[config.mk]
export PLATFORM = sky130hd
export DESIGN_NAME = terminal_line_editor_unit_flat
export DESIGN_NICKNAME = d
export VERILOG_FILES = /design/src/rtl/tle_pkg.sv /design/src/rtl/tle_if.sv /design/src/rtl/terminal_line_editor_unit.sv /design/src/rtl/tle_out_reg.sv /design/src/flat_wrapper.sv
export SDC_FILE = /design/constraint.sdc
export NUM_CORES = 1
export LEC_CHECK = 0
export ABC_AREA = 1
export BUFFER_PORTS_ARGS = -buffer_cell sky130_fd_sc_hd__clkbuf_2
export CORE_MARGIN = 2
export CORE_UTILIZATION = 52
export DETAILED_ROUTE_END_ITERATION = 16
export GPL_TIMING_DRIVEN = 0
export PLACE_DENSITY = 0.75
export SLEW_MARGIN = 15
export SYNTH_ARGS = -nofsm -noshare
export SYNTH_HDL_FRONTEND = slang
export SYNTH_SLANG_ARGS = --single-unit
[constraint.sdc]
create_clock -name clk -period 3.3 [get_ports clk]
set_input_delay 0.165 -clock clk [delete_from_list [all_inputs] [get_ports clk]]
set_output_delay 0.165 -clock clk [all_outputs]
set_load 0.05 [all_outputs]
[src/rtl/tle_pkg.sv]
package tle_pkg;

	localparam logic [7:0] CH_BEL = 8'h07;
	localparam logic [7:0] CH_BS  = 8'h08;
	localparam logic [7:0] CH_LF  = 8'h0A;
	localparam logic [7:0] CH_CR  = 8'h0D;
	localparam logic [7:0] CH_ESC = 8'h1B;
	localparam logic [7:0] CH_SP  = 8'h20;
	localparam logic [7:0] CH_DEL = 8'h7F;
	localparam logic [7:0] CH_GT  = 8'h3E;
	localparam logic [7:0] CH_LBR = 8'h5B;
	localparam logic [7:0] CH_A   = 8'h41;
	localparam logic [7:0] CH_C   = 8'h43;
	localparam logic [7:0] CH_D   = 8'h44;

	typedef enum logic [1:0] {
		ESC_NONE = 2'd0,
		ESC_GOT  = 2'd1,
		ESC_BRK  = 2'd2,
		ESC_SPARE = 2'd3
	} esc_t;

	typedef struct packed {
		logic [7:0] out_byte;
		logic       to_line;
		logic       last;
	} res_t;

endpackage

[src/rtl/tle_if.sv]
interface tle_in_if;
	logic       valid;
	logic       ready;
	logic [7:0] in_char;
	modport source (output valid, output in_char, input ready);
	modport sink   (input valid, input in_char, output ready);
endinterface

interface tle_out_if;
	logic       valid;
	logic       ready;
	logic [7:0] out_byte;
	logic       to_line;
	logic       last;
	modport source (output valid, output out_byte, output to_line, output last, input ready);
	modport sink   (input valid, input out_byte, input to_line, input last, output ready);
endinterface

interface tle_cfg_if;
	logic valid;
	logic ready;
	logic echo_enable;
	modport source (output valid, output echo_enable, input ready);
	modport sink   (input valid, input echo_enable, output ready);
endinterface

[src/rtl/terminal_line_editor_unit.sv]
// Terminal line editor. Takes received terminal bytes one item at a time on
// in_ch and emits echo, bell, cursor and repaint bytes (to_line=0) and, on
// carriage return, the finished line (to_line=1) on out_ch; last marks the
// final result of each input byte. The line and the one-entry history live
// in two synchronous RAMs of LINE_CAPACITY bytes. Each item is first accepted
// and decoded; each moved or copied byte is then read and written back: an
// insert or delete shifts the line, a recall copies the history, and enter
// reads each line byte and writes it to the history while emitting it.
// Repaint reads the line one byte per cycle while the output takes bytes.
// Configuration is taken at any time the port is valid; write echo_enable
// only while the block is idle.
module terminal_line_editor_unit #(
	parameter int LINE_CAPACITY = 16
) (
	input  logic      clk,
	input  logic      arst_n,
	tle_cfg_if.sink   cfg,
	tle_in_if.sink    in_ch,
	tle_out_if.source out_ch
);
	import tle_pkg::*;

	localparam int AW = $clog2(LINE_CAPACITY);
	localparam int LW = $clog2(LINE_CAPACITY + 2);
	localparam logic [LW-1:0] CAP = LW'(LINE_CAPACITY);

	typedef enum logic [8:0] {
		ST_IDLE  = 9'b000000001,
		ST_SHIFT = 9'b000000010, // insert: move bytes right
		ST_CLOSE = 9'b000000100, // delete: move bytes left
		ST_COPYH = 9'b000001000, // recall: history -> line
		ST_COPYL = 9'b000010000, // enter: line -> history and output
		ST_PROMPT = 9'b000100000, // CR > space
		ST_PAINT = 9'b001000000, // line bytes
		ST_TAIL  = 9'b010000000, // trailing space / backspaces
		ST_EMIT  = 9'b100000000  // short fixed sequence
	} state_t;

	state_t st_q;
	esc_t   esc_q;
	logic   echo_q;
	logic [LW-1:0] len_q, cur_q, rlen_q, idx_q, cnt_q;
	logic [1:0] sub_q;        // phase inside a step / fixed sequence index
	logic [7:0] seq_q [3];
	logic [1:0] seq_n_q;
	logic       tail_sp_q;    // emit a space before the backspaces
	logic       rd_pend_q;

	// memories
	logic [7:0] line_mem [LINE_CAPACITY];
	logic [7:0] hist_mem [LINE_CAPACITY];
	logic [7:0] line_rd_q, hist_rd_q;
	logic       lwe, hwe;
	logic [AW-1:0] lwa, lra, hwa, hra;
	logic [7:0] lwd;

	always_ff @(posedge clk) begin
		if (lwe) line_mem[lwa] <= lwd;
		if (hwe) hist_mem[hwa] <= line_rd_q;
		line_rd_q <= line_mem[lra];
		hist_rd_q <= hist_mem[hra];
	end

	// output
	logic push, can_push;
	res_t pd;
	tle_out_reg u_out (.clk, .arst_n, .push, .push_data(pd), .can_push, .out(out_ch));

	assign cfg.ready   = 1'b1;
	assign in_ch.ready = (st_q == ST_IDLE);

	always_ff @(posedge clk or negedge arst_n) begin
		if (!arst_n) echo_q <= 1'b0;
		else if (cfg.valid) echo_q <= cfg.echo_enable;
	end

	logic [7:0] c;
	logic acc, printable;
	assign c = in_ch.in_char;
	assign acc = in_ch.valid && st_q == ST_IDLE;
	assign printable = c >= CH_SP && c < CH_DEL;

	// Combinational control: memory ports and output push.
	always_comb begin
		lwe = 1'b0; hwe = 1'b0; push = 1'b0;
		lwa = idx_q[AW-1:0]; lra = idx_q[AW-1:0];
		hwa = idx_q[AW-1:0]; hra = idx_q[AW-1:0];
		lwd = line_rd_q;
		pd  = '{out_byte: 8'h00, to_line: 1'b0, last: 1'b0};
		unique case (st_q)
			ST_IDLE: begin
				// end-of-line insert writes directly
				if (acc && esc_q != ESC_BRK && !(esc_q == ESC_GOT && c == CH_LBR)
				    && printable && len_q < CAP && cur_q == len_q) begin
					lwe = 1'b1; lwa = cur_q[AW-1:0]; lwd = c;
				end
			end
			ST_SHIFT: begin
				// sub 0: read idx-1; sub 1: write idx
				lra = AW'(idx_q - 1'b1);
				if (sub_q == 2'd1) begin
					lwe = 1'b1;
					if (idx_q == cur_q) lwd = seq_q[0];
				end
			end
			ST_CLOSE: begin
				lra = AW'(idx_q + 1'b1);
				if (sub_q == 2'd1) lwe = 1'b1;
			end
			ST_COPYH: begin
				if (sub_q == 2'd1) begin
					lwe = 1'b1; lwd = hist_rd_q;
				end
			end
			ST_COPYL: begin
				if (sub_q == 2'd1 && can_push) begin
					push = 1'b1;
					pd = '{out_byte: line_rd_q, to_line: 1'b1,
					       last: (idx_q + 1'b1 == len_q)};
					hwe = 1'b1;
				end
			end
			ST_PROMPT: begin
				lra = '0;
				if (can_push) begin
					push = 1'b1;
					pd.out_byte = (sub_q == 2'd0) ? CH_CR : (sub_q == 2'd1) ? CH_GT : CH_SP;
					pd.last = sub_q == 2'd2 && len_q == '0 && cnt_q == '0 && !tail_sp_q;
				end
			end
			ST_PAINT: begin
				if (rd_pend_q && can_push) begin
					push = 1'b1;
					pd.out_byte = line_rd_q;
					pd.last = (idx_q + 1'b1 == len_q) && cnt_q == '0 && !tail_sp_q;
				end
				if (rd_pend_q && can_push) lra = AW'(idx_q + 1'b1);
			end
			ST_TAIL: begin
				if (can_push) begin
					push = 1'b1;
					pd.out_byte = tail_sp_q ? CH_SP : CH_BS;
					pd.last = !tail_sp_q && cnt_q == LW'(1);
				end
			end
			ST_EMIT: begin
				if (can_push) begin
					push = 1'b1;
					pd.out_byte = seq_q[sub_q];
					// LF of enter is not last when line bytes follow
					pd.last = (sub_q + 1'b1 == seq_n_q)
					       && !(seq_q[0] == CH_CR && seq_n_q == 2'd2 && len_q != '0);
				end
			end
			default: ;
		endcase
	end

	always_ff @(posedge clk or negedge arst_n) begin
		if (!arst_n) begin
			st_q <= ST_IDLE; esc_q <= ESC_NONE;
			len_q <= '0; cur_q <= '0; rlen_q <= '0;
			idx_q <= '0; cnt_q <= '0; sub_q <= '0; seq_n_q <= '0;
			tail_sp_q <= 1'b0; rd_pend_q <= 1'b0;
			seq_q[0] <= '0; seq_q[1] <= '0; seq_q[2] <= '0;
		end else begin
			unique case (st_q)
				ST_IDLE: if (acc) begin
					sub_q <= '0;
					if (esc_q == ESC_BRK) begin
						esc_q <= ESC_NONE;
						if (c == CH_A) begin
							len_q <= rlen_q; cur_q <= rlen_q;
							idx_q <= '0; cnt_q <= '0; tail_sp_q <= 1'b0;
							st_q <= (rlen_q == '0) ? ST_PROMPT : ST_COPYH;
						end else if (c == CH_C) begin
							st_q <= ST_EMIT;
							if (cur_q < len_q) begin
								cur_q <= cur_q + 1'b1;
								seq_q[0] <= CH_ESC; seq_q[1] <= CH_LBR; seq_q[2] <= CH_C;
								seq_n_q <= 2'd3;
							end else begin
								seq_q[0] <= CH_BEL; seq_n_q <= 2'd1;
							end
						end else if (c == CH_D) begin
							st_q <= ST_EMIT; seq_n_q <= 2'd1;
							if (cur_q != '0) begin
								cur_q <= cur_q - 1'b1; seq_q[0] <= CH_BS;
							end else seq_q[0] <= CH_BEL;
						end
					end else if (esc_q == ESC_GOT && c == CH_LBR) begin
						esc_q <= ESC_BRK;
					end else begin
						esc_q <= ESC_NONE;
						if (printable) begin
							if (len_q >= CAP) begin
								seq_q[0] <= CH_BEL; seq_n_q <= 2'd1; st_q <= ST_EMIT;
							end else if (cur_q == len_q) begin
								cur_q <= cur_q + 1'b1; len_q <= len_q + 1'b1;
								if (echo_q) begin
									seq_q[0] <= c; seq_n_q <= 2'd1; st_q <= ST_EMIT;
								end
							end else begin
								seq_q[0] <= c; idx_q <= len_q; st_q <= ST_SHIFT;
							end
						end else if (c == CH_CR) begin
							seq_q[0] <= CH_CR; seq_q[1] <= CH_LF;
							idx_q <= '0; st_q <= ST_EMIT; seq_n_q <= 2'd2;
							// ST_EMIT hands over to ST_COPYL when the line is non-empty
						end else if (c == CH_BS || c == CH_DEL) begin
							if (cur_q == '0) begin
								seq_q[0] <= CH_BEL; seq_n_q <= 2'd1; st_q <= ST_EMIT;
							end else if (cur_q == len_q) begin
								seq_q[0] <= CH_BS; seq_q[1] <= CH_SP; seq_q[2] <= CH_BS;
								seq_n_q <= 2'd3; st_q <= ST_EMIT;
								len_q <= len_q - 1'b1; cur_q <= cur_q - 1'b1;
							end else begin
								len_q <= len_q - 1'b1; cur_q <= cur_q - 1'b1;
								idx_q <= cur_q - 1'b1; st_q <= ST_CLOSE;
							end
						end else if (c == CH_ESC) begin
							esc_q <= ESC_GOT;
						end
					end
				end
				ST_SHIFT: begin
					if (sub_q == 2'd0) sub_q <= 2'd1;
					else begin
						sub_q <= 2'd0;
						if (idx_q == cur_q) begin
							cur_q <= cur_q + 1'b1; len_q <= len_q + 1'b1;
							if (echo_q) begin
								st_q <= ST_PROMPT; idx_q <= '0; tail_sp_q <= 1'b0;
								cnt_q <= len_q - cur_q;
							end else st_q <= ST_IDLE;
						end else idx_q <= idx_q - 1'b1;
					end
				end
				ST_CLOSE: begin
					if (idx_q == len_q) begin
						st_q <= ST_PROMPT; idx_q <= '0; sub_q <= '0; tail_sp_q <= 1'b1;
						cnt_q <= len_q - cur_q + 1'b1;
					end else if (sub_q == 2'd0) sub_q <= 2'd1;
					else begin
						sub_q <= 2'd0; idx_q <= idx_q + 1'b1;
					end
				end
				ST_COPYH: begin
					if (sub_q == 2'd0) sub_q <= 2'd1;
					else begin
						sub_q <= 2'd0;
						if (idx_q + 1'b1 == len_q) begin
							idx_q <= '0; st_q <= ST_PROMPT;
						end else idx_q <= idx_q + 1'b1;
					end
				end
				ST_COPYL: begin
					if (sub_q == 2'd0) sub_q <= 2'd1;
					else if (can_push) begin
						sub_q <= 2'd0;
						if (idx_q + 1'b1 == len_q) begin
							rlen_q <= len_q; len_q <= '0; cur_q <= '0;
							idx_q <= '0; st_q <= ST_IDLE;
						end else idx_q <= idx_q + 1'b1;
					end
				end
				ST_PROMPT: if (can_push) begin
					if (sub_q == 2'd2) begin
						sub_q <= '0; idx_q <= '0; rd_pend_q <= 1'b1;
						st_q <= (len_q != '0) ? ST_PAINT
						      : (cnt_q != '0 || tail_sp_q) ? ST_TAIL : ST_IDLE;
					end else sub_q <= sub_q + 1'b1;
				end
				ST_PAINT: if (can_push) begin
					if (idx_q + 1'b1 == len_q) begin
						rd_pend_q <= 1'b0;
						st_q <= (cnt_q != '0 || tail_sp_q) ? ST_TAIL : ST_IDLE;
					end else idx_q <= idx_q + 1'b1;
				end
				ST_TAIL: if (can_push) begin
					if (tail_sp_q) tail_sp_q <= 1'b0;
					else begin
						cnt_q <= cnt_q - 1'b1;
						if (cnt_q == LW'(1)) st_q <= ST_IDLE;
					end
				end
				ST_EMIT: if (can_push) begin
					if (sub_q + 1'b1 == seq_n_q) begin
						sub_q <= '0;
						// CR LF of enter continues with the line bytes
						if (seq_q[0] == CH_CR && seq_n_q == 2'd2 && len_q != '0) begin
							idx_q <= '0; st_q <= ST_COPYL;
						end else begin
							if (seq_q[0] == CH_CR && seq_n_q == 2'd2) begin
								len_q <= '0; cur_q <= '0;
							end
							st_q <= ST_IDLE;
						end
					end else sub_q <= sub_q + 1'b1;
				end
				default: st_q <= ST_IDLE;
			endcase
		end
	end

	// Enter with empty line must mark LF as last: seq_n_q=2, sub 1 -> last set above.
	// Unused read data when no push; keep hist read address tied to index.

endmodule

[src/rtl/tle_out_reg.sv]
// Output register with a one-entry skid stage.
module tle_out_reg (
	input  logic            clk,
	input  logic            arst_n,
	input  logic            push,
	input  tle_pkg::res_t   push_data,
	output logic            can_push,
	tle_out_if.source       out
);
	import tle_pkg::*;

	res_t main_q, skid_q;
	logic main_vld_q, skid_vld_q;

	assign can_push     = !skid_vld_q;
	assign out.valid    = main_vld_q;
	assign out.out_byte = main_q.out_byte;
	assign out.to_line  = main_q.to_line;
	assign out.last     = main_q.last;

	always_ff @(posedge clk or negedge arst_n) begin
		if (!arst_n) begin
			main_vld_q <= 1'b0;
			skid_vld_q <= 1'b0;
		end else begin
			if (!main_vld_q || out.ready) begin
				if (skid_vld_q) begin
					main_vld_q <= 1'b1;
					skid_vld_q <= push;
				end else begin
					main_vld_q <= push;
				end
			end else if (push) begin
				skid_vld_q <= 1'b1;
			end
		end
	end

	always_ff @(posedge clk) begin
		if (!main_vld_q || out.ready) begin
			if (skid_vld_q) begin
				main_q <= skid_q;
				if (push) skid_q <= push_data;
			end else if (push) begin
				main_q <= push_data;
			end
		end else if (push) begin
			skid_q <= push_data;
		end
	end

endmodule

[src/flat_wrapper.sv]
// flat-port wrapper written by rule: the top's interface ports become plain ports
module terminal_line_editor_unit_flat import tle_pkg::*;
#(
	parameter int LINE_CAPACITY = 16
)
  (clk, arst_n, cfg_valid, cfg_echo_enable, cfg_ready, in_ch_valid, in_ch_in_char, in_ch_ready, out_ch_valid, out_ch_out_byte, out_ch_to_line, out_ch_last, out_ch_ready);
  tle_cfg_if cfg_i ();
  tle_in_if in_ch_i ();
  tle_out_if out_ch_i ();
  input  logic clk;
  input  logic arst_n;
  input wire logic [$bits(cfg_i.valid)-1:0] cfg_valid;
  input wire logic [$bits(cfg_i.echo_enable)-1:0] cfg_echo_enable;
  output wire logic [$bits(cfg_i.ready)-1:0] cfg_ready;
  input wire logic [$bits(in_ch_i.valid)-1:0] in_ch_valid;
  input wire logic [$bits(in_ch_i.in_char)-1:0] in_ch_in_char;
  output wire logic [$bits(in_ch_i.ready)-1:0] in_ch_ready;
  output wire logic [$bits(out_ch_i.valid)-1:0] out_ch_valid;
  output wire logic [$bits(out_ch_i.out_byte)-1:0] out_ch_out_byte;
  output wire logic [$bits(out_ch_i.to_line)-1:0] out_ch_to_line;
  output wire logic [$bits(out_ch_i.last)-1:0] out_ch_last;
  input wire logic [$bits(out_ch_i.ready)-1:0] out_ch_ready;
  assign cfg_i.valid = cfg_valid;
  assign cfg_i.echo_enable = cfg_echo_enable;
  assign cfg_ready = cfg_i.ready;
  assign in_ch_i.valid = in_ch_valid;
  assign in_ch_i.in_char = in_ch_in_char;
  assign in_ch_ready = in_ch_i.ready;
  assign out_ch_valid = out_ch_i.valid;
  assign out_ch_out_byte = out_ch_i.out_byte;
  assign out_ch_to_line = out_ch_i.to_line;
  assign out_ch_last = out_ch_i.last;
  assign out_ch_i.ready = out_ch_ready;
  terminal_line_editor_unit #(.LINE_CAPACITY(LINE_CAPACITY)) u_core (.clk(clk), .arst_n(arst_n), .cfg(cfg_i), .in_ch(in_ch_i), .out_ch(out_ch_i));
endmodule
Word-level counts from Yosys, hierarchy flattened
Memories as Yosys holds them, arrays and structs flattened. A register that Yosys moved wholly into a read port is not among the register bits.
Index checks and enable logic that the tools add are counted.
Storage, ports and cells
  bits of input ports: 14
  output and inout bits: 13
  memory bits (writable): 256
  flip-flop bits (word level): 89
  memories: 2
  logic and storage cells: 419
Memory list
  u_core.hist_mem: depth 16, bits a word 8, rd ports 1, clocked after Yosys merged registers in 1, write ports 1, RTL line terminal_line_editor_unit.sv:51  | logic [7:0] hist_mem [LINE_CAPACITY];
  u_core.line_mem: depth 16, bits a word 8, rd ports 1, clocked after Yosys merged registers in 1, write ports 1, RTL line terminal_line_editor_unit.sv:50  | logic [7:0] line_mem [LINE_CAPACITY];
Cells by class
  reduce and logical (&&, ||, !) cells: 66
  $add $sub $neg: 10
  equality and inequality tests: 86
  mux-type cells: 223
  magnitude comparators: 6
  bitwise operators: 3
Operator list (count)
  2-to-1 mux 5 bit: 73
  2-to-1 mux 9 bit: 31
  2-to-1 mux 8 bit: 21
  2-to-1 mux 24 bit: 5
  case mux 9 bit (9 select lines): 1
  2-to-1 mux 16 bit: 5
  2-to-1 mux 10 bit: 6
  case mux 5 bit (4 select lines): 3
  2-to-1 mux 2 bit: 26
  AND reduction 22 bit: 2
  equality test 8 x 7 -> 1 bit, second input constant: 5
  case mux 5 bit (8 select lines): 1
  case mux 8 bit (5 select lines): 1
  2-to-1 mux 1 bit: 34
  != test 2 x 1 -> 1 bit, second input constant: 17
  != test 2 bit, second input constant: 17
  equality test 8 x 4 -> 1 bit, second input constant: 3
  case mux 8 bit (3 select lines): 1
  adder 5 x 1 -> 5 bit, second input constant: 4
  equality test 5 bit: 4
  logical NOT 5 bit: 4
  AND reduction 10 bit: 2
  AND reduction 20 bit: 1
  nonzero test 5 bit: 4
  64 further kinds: 123

Longest topological paths before layout
  depth after elaboration: 11
  mapped depth: 18
  gate-level depth less buffers: 15

Cells and area by module
Synthesis repeated with hierarchy kept, for this count alone.
Unflattened totals
  cells, all modules: 1928
  area total of the unflattened synthesis: 17724.5 µm²
By module, submodules not included
  terminal_line_editor_unit: cells an instance 1862, times used 1, sequential area each 9410.3 µm², area each 16891.2 µm²
  tle_out_reg: cells an instance 66, times used 1, sequential area each 650.6 µm², area each 833.3 µm²

Least setup slack after synthesis
OpenSTA, ideal clock, no wires.
  path kind: register to register
  from: reg u_core.idx_q[0]
  to: reg u_core.st_q[7]
  data required time: 3.179 ns
  path slack: 0.338 ns
  library setup time: 0.121 ns
  cell stages (with the launch flop): 19
  period minus slack after synthesis: 2.962 ns
  buffers on the path: 4
  data arrival time: 2.841 ns
  cells stage by stage: dfrtp_1 buf_2 inv_1 clkbuf_1 clkbuf_1 ha_1 inv_1 nand2_1 a21oi_1 nand3_1 nor2_4 inv_2 nand2_1 inv_1 nor2_2 nand3_2 buf_4 nand2_1 o21ai_1
On the way
  cells in the longest elaborated chain, start to end: 4
  elaborated cells on any way between the ends: 10
  those cells by class: 1 x add/sub; 8 x eq/ne; 1 x reduce/logical
RTL lines
  from (decl): RTL line terminal_line_editor_unit.sv:42  | logic [LW-1:0] len_q, cur_q, rlen_q, idx_q, cnt_q;
  from (signal assigned): RTL line terminal_line_editor_unit.sv:236  | end else idx_q <= idx_q - 1'b1;
  from (signal assigned): RTL line terminal_line_editor_unit.sv:254  | end else idx_q <= idx_q + 1'b1;
  from (signal assigned): RTL line terminal_line_editor_unit.sv:264  | end else idx_q <= idx_q + 1'b1;
  adder 5 x 1 -> 5 bit
  equality test 5 bit: RTL line terminal_line_editor_unit.sv:252, terminal_line_editor_unit.sv:261, terminal_line_editor_unit.sv:275
  != test 2 x 1 -> 1 bit (no source line)
  AND reduction 22 bit (no source line) *
  to (signal assigned): RTL line terminal_line_editor_unit.sv:175  | st_q <= (rlen_q == '0) ? ST_PROMPT : ST_COPYH;
  to (signal assigned): RTL line terminal_line_editor_unit.sv:270  | st_q <= (len_q != '0) ? ST_PAINT
  to (signal assigned): RTL line terminal_line_editor_unit.sv:277  | st_q <= (cnt_q != '0 || tail_sp_q) ? ST_TAIL : ST_IDLE;
  to (decl): RTL line terminal_line_editor_unit.sv:39  | state_t st_q;
Mark *: on every way between the ends. The rest lies on a longest branch, timed or not.
A chain may end at the register's enable or synchronous reset.

Final worst setup path
  from: reg u_core.sub_q[1]
  to: mem u_core.hist_mem[13][4] (enable)
On the way
  cells in the longest elaborated chain, start to end: 6
RTL lines
  from (decl): RTL line terminal_line_editor_unit.sv:43  | logic [1:0] sub_q;
  from (signal assigned): RTL line terminal_line_editor_unit.sv:272  | end else sub_q <= sub_q + 1'b1;
  from (signal assigned): RTL line terminal_line_editor_unit.sv:299  | end else sub_q <= sub_q + 1'b1;
  equality test 2 x 1 -> 1 bit: RTL line terminal_line_editor_unit.sv:116  | if (sub_q == 2'd1 && can_push) begin
  logical AND 1 bit: RTL line terminal_line_editor_unit.sv:116
  2-to-1 mux 1 bit: RTL line terminal_line_editor_unit.sv:116
  2-to-1 mux 1 bit: RTL line terminal_line_editor_unit.sv:90  | unique case (st_q)
  named net u_core.hwe: RTL line terminal_line_editor_unit.sv:53  | logic lwe, hwe;
  2-to-1 mux 1 bit: RTL line terminal_line_editor_unit.sv:59  | if (hwe) hist_mem[hwa] <= line_rd_q;
  2-to-1 mux 1 bit (not written as such): RTL line terminal_line_editor_unit.sv:59
  to (decl): RTL line terminal_line_editor_unit.sv:51
The timed path passes the listed nets, and every way through them passes these cells.

==> run_results.csv <==
group,metric,value,unit
sta,hold_violations,0,
logic_synthesis,ys_ff_latch,350,
status,status,"completed",
setup_path,critPathLaunchType,"register",
setup_path,arrival,3.40,ns
power_and_ir_drop,ir_worst_vdd,0.534,mV
route,num_vias,15200,
grt,grt_pass1_wl,84.2,mm
sta,fin_crit,3.23,ns
floorplanning,fp.dieH,191,um
grt,first_global_vias,14300,
place,hpwlAfterDp,40.7,mm
setup_path,cp_common_cell,"inv_1",
setup_path,crit_fanout,9,
route,routed_wl,55.9,mm
setup_path,r2r_start,"u_core.sub_q[1]$_DFFE_PN0P_",
logic_synthesis,syn_nets,2039,
sta,skew,0.0228,ns
logic_synthesis,synthArstFlopShare,0.166,
logic_synthesis,yosys_warnings,0,
power_and_ir_drop,power_switching,9.41,mW
floorplanning,num_rows,68,
grt,grt_max_degree,48,
grt,overflow,0,
power_and_ir_drop,p_sw_frac,0.455,
clock_tree,h-tree-depth,2,
logic_synthesis,synth_cell_types,60,
worst_hold_path,hold_class,"input pin to asynchronous set/reset pin",
logic_synthesis,netlist_instances,2003,
setup_path,r2r_end,"u_core.hist_mem[13][4]$_DFFE_PP_",
floorplanning,die_w,191,um
run,max-cap-violations,0,
sta,drv_slew,0,
clock_tree,clkLatencyLatePin,0.55,ns
power_and_ir_drop,pwr-share-comb,0.475,
clock_tree,clockBufferDepth,3,
power_and_ir_drop,clock_power_share,0.205,
finish,drive_gt1_frac,0.124,
finish,syn_to_final_growth,13.0,%
finish,diodes,0,
logic_synthesis,syn_area_per_cell,9.03,um2
power_and_ir_drop,p_int,11.3,mW
setup_path,r2r_setup_slack,0.07,ns
clock_tree,root_buffer,"clkbuf_16",
setup_path,crit_chain,"inv_1, ha_1, clkbuf_1, inv_1, nor2_1, nand2_1, inv_1, nand2_1, nor2_1",
logic_synthesis,ys_seq_area_frac,0.556,
setup_path,crit_slowest_cell,"nor2_1",
clock_tree,cts_buffers,37,
sta,setup-tns-final,0,ns
floorplanning,ioPinCount,27,
power_and_ir_drop,p_per_area,1010,nW/um2
grt,grt_usage,0.310,
floorplanning,start_util,0.526,
finish,fillers,2948,
floorplanning,fp.dieArea,36300,um2
logic_synthesis,synthesis.area,18100,um2
sta,fmaxAchievable,309,MHz
logic_synthesis,synth-edff-count,276,
sta,slew_headroom,0.356,
sta,rsz0062_at_grt,"true",
place,gp_congestion,1.00,
route,dr.pass1.iters,6,
sta,setup_violations,0,
route,drt_first_iter_violations,1644,
clock_tree,tritoncts,"yes",
place,port_buffers,25,
floorplanning,core-area,34400,um2
grt,antenna_found_initial,0,
route,ant_nets,0,
power_and_ir_drop,pwr-share-seq,0.320,
route,routed_via_density,5.91,
setup_path,end_kind,"register",
sta,worstMarginPinSlew,0.964,ns
setup_path,cpPeakStageDelay,0.68,ns
logic_synthesis,synthFlopType,"edfxtp_1",
power_and_ir_drop,p_leak,8.45,nW
route,wl_per_cell,21.8,um
setup_path,worst_ep_required_time,3.46,ns
clock_tree,clkTransAtPathRegs,0.06,ns
clock_tree,clock-sinks,350,
setup_path,path_class,"register to register",
sta,fin_crit_sh,0.980,
finish,nets,2116,
power_and_ir_drop,fin_total_pwr,20.7,mW
route,drc,0,
setup_path,reg2reg_depth,9,
registers in the layout (all words and copies together) (netlist names), 8 cells and up:
register and flops:
u_core.u_out.out.out_byte 8, u_core.hist_mem 128, u_core.line_mem 128, u_core.hist_rd_q 8
u_core.line_rd_q 8, u_core.seq_q 13, u_core.st_q 9, u_core.u_out.skid_q 10
cell families after synthesis:
kind of cell	synth area share
and+or+nand+nor	0.243
DFF	0.556
buffers and inverters	0.0761
AOI/OAI and AO/OA	0.0929
xor gates and xnor gates	0.0159
adders and majority gates	0.0156
other	0.000207
worst max path at each step:
stage / from / to / depth (start not counted)
global route: u_core.sub_q[1]$_DFFE_PN0P_ / u_core.hist_mem[5][7]$_DFFE_PP_ / 9
detailed placement: u_core.idx_q[0]$_DFFE_PN0P_ / u_core.st_q[4]$_DFFE_PN0P_ / 15
floorplan: u_core.idx_q[0]$_DFFE_PN0P_ / u_core.st_q[7]$_DFFE_PN0P_ / 18
CTS: u_core.cur_q[3]$_DFFE_PN0P_ / u_core.line_mem[13][7]$_DFFE_PP_ / 12
finish: u_core.sub_q[1]$_DFFE_PN0P_ / u_core.hist_mem[13][4]$_DFFE_PP_ / 9
global placement: u_core.idx_q[0]$_DFFE_PN0P_ / u_core.st_q[4]$_DFFE_PN0P_ / 15
layer usage:
metal	wire, um	track usage
met5	0	0
met2	26100	0.502
met1	22000	0.404
met3	4600	0.0482
met4	3270	0.163
Yosys cell counts (10+ instances only):
master      n  share of area
ha_1       21          0.015
nor2_4     10         0.0062
clkbuf_1   31         0.0064
dfrtp_1    57          0.079
o211ai_1   17         0.0071
nand2_1   397          0.082
nor3_1     14         0.0039
buf_2      34         0.0094
edfxtp_1  276           0.46
o22ai_1    38          0.013
nand4_1    37          0.013
a21oi_1    45          0.012
nand3b_1   26          0.011
inv_2      19         0.0039
nand3_1   237          0.066
nor2_2     10         0.0035
dfxtp_1    16          0.018
xnor2_1    12         0.0058
nor2_1    217          0.045
o21ai_1    21         0.0058
xor2_1     19         0.0092
o21ai_0   133          0.037
inv_1     227          0.047
placed cells by master, fill, tap and decap left out, types with 36 or more instances in the layout:
master,instances
a21oi_1,44
dfrtp_1,56
o21ai_0,131
clkbuf_16,38
nand2_1,395
o22ai_1,38
nand4_1,37
edfxtp_1,276
clkbuf_1,36
inv_1,226
nor2_1,190
nand3_1,235
per-stage QoR:
step	utilization	hold WS (ns)	setup slack, ns	instances	area, um2
final	0.595	0.0458	0.0653	2564	20400
after global routing	0.595	0.0495	-0.0784	2564	20400
after CTS	0.590	0.0246	-0.0982	2563	20300
after detailed placement	0.551	0.0696	-1.05	2492	18900
after global placement	0.547	0.377	-1.01	2483	18800
after floorplan	-	-0.131	0.338	2003	18100
power groups by stage:
stage | registers [mW] | logic, mW | clock network, mW
floorplan | 6.51 | 6.04 | 0
global placement | 6.71 | 9.01 | 0
detailed placement | 6.68 | 9.39 | 0
CTS | 6.60 | 9.49 | 4.26
global route | 6.66 | 10.6 | 4.43
finish | 6.62 | 9.82 | 4.23
critical path: cells and delay by family, from the launching register on:
kind / cells / cell delay [ns]
AND/OR/NAND/NOR: 4 / 1.30
buffers and inverters: 4 / 0.97
flip-flops: 1 / 0.42
adder cells (fa/ha/maj): 1 / 0.16
area by class of cell:
class                      count  area (um2)  area share
tap                          455         569      0.0278
sequential                   350       10100       0.492
inverter                     248         938      0.0459
clock buffer                  46         981      0.0480
clock inverter                22         253      0.0124
buffer                        81         455      0.0223
timing repair buffer          40         309      0.0151
multi-input combinational   1322        6880       0.336
timing repair:
item | CTS | global route
hold endpoints to repair | 60 | 0
hold buffers | 4 | 0
buffers inserted | 1 | 1
pin swaps | 0 | 6
endpoints found under the setup margin | 114 | 320
gates resized for setup | 20 | 42
Note: power is estimated with default switching activity, not from simulation.
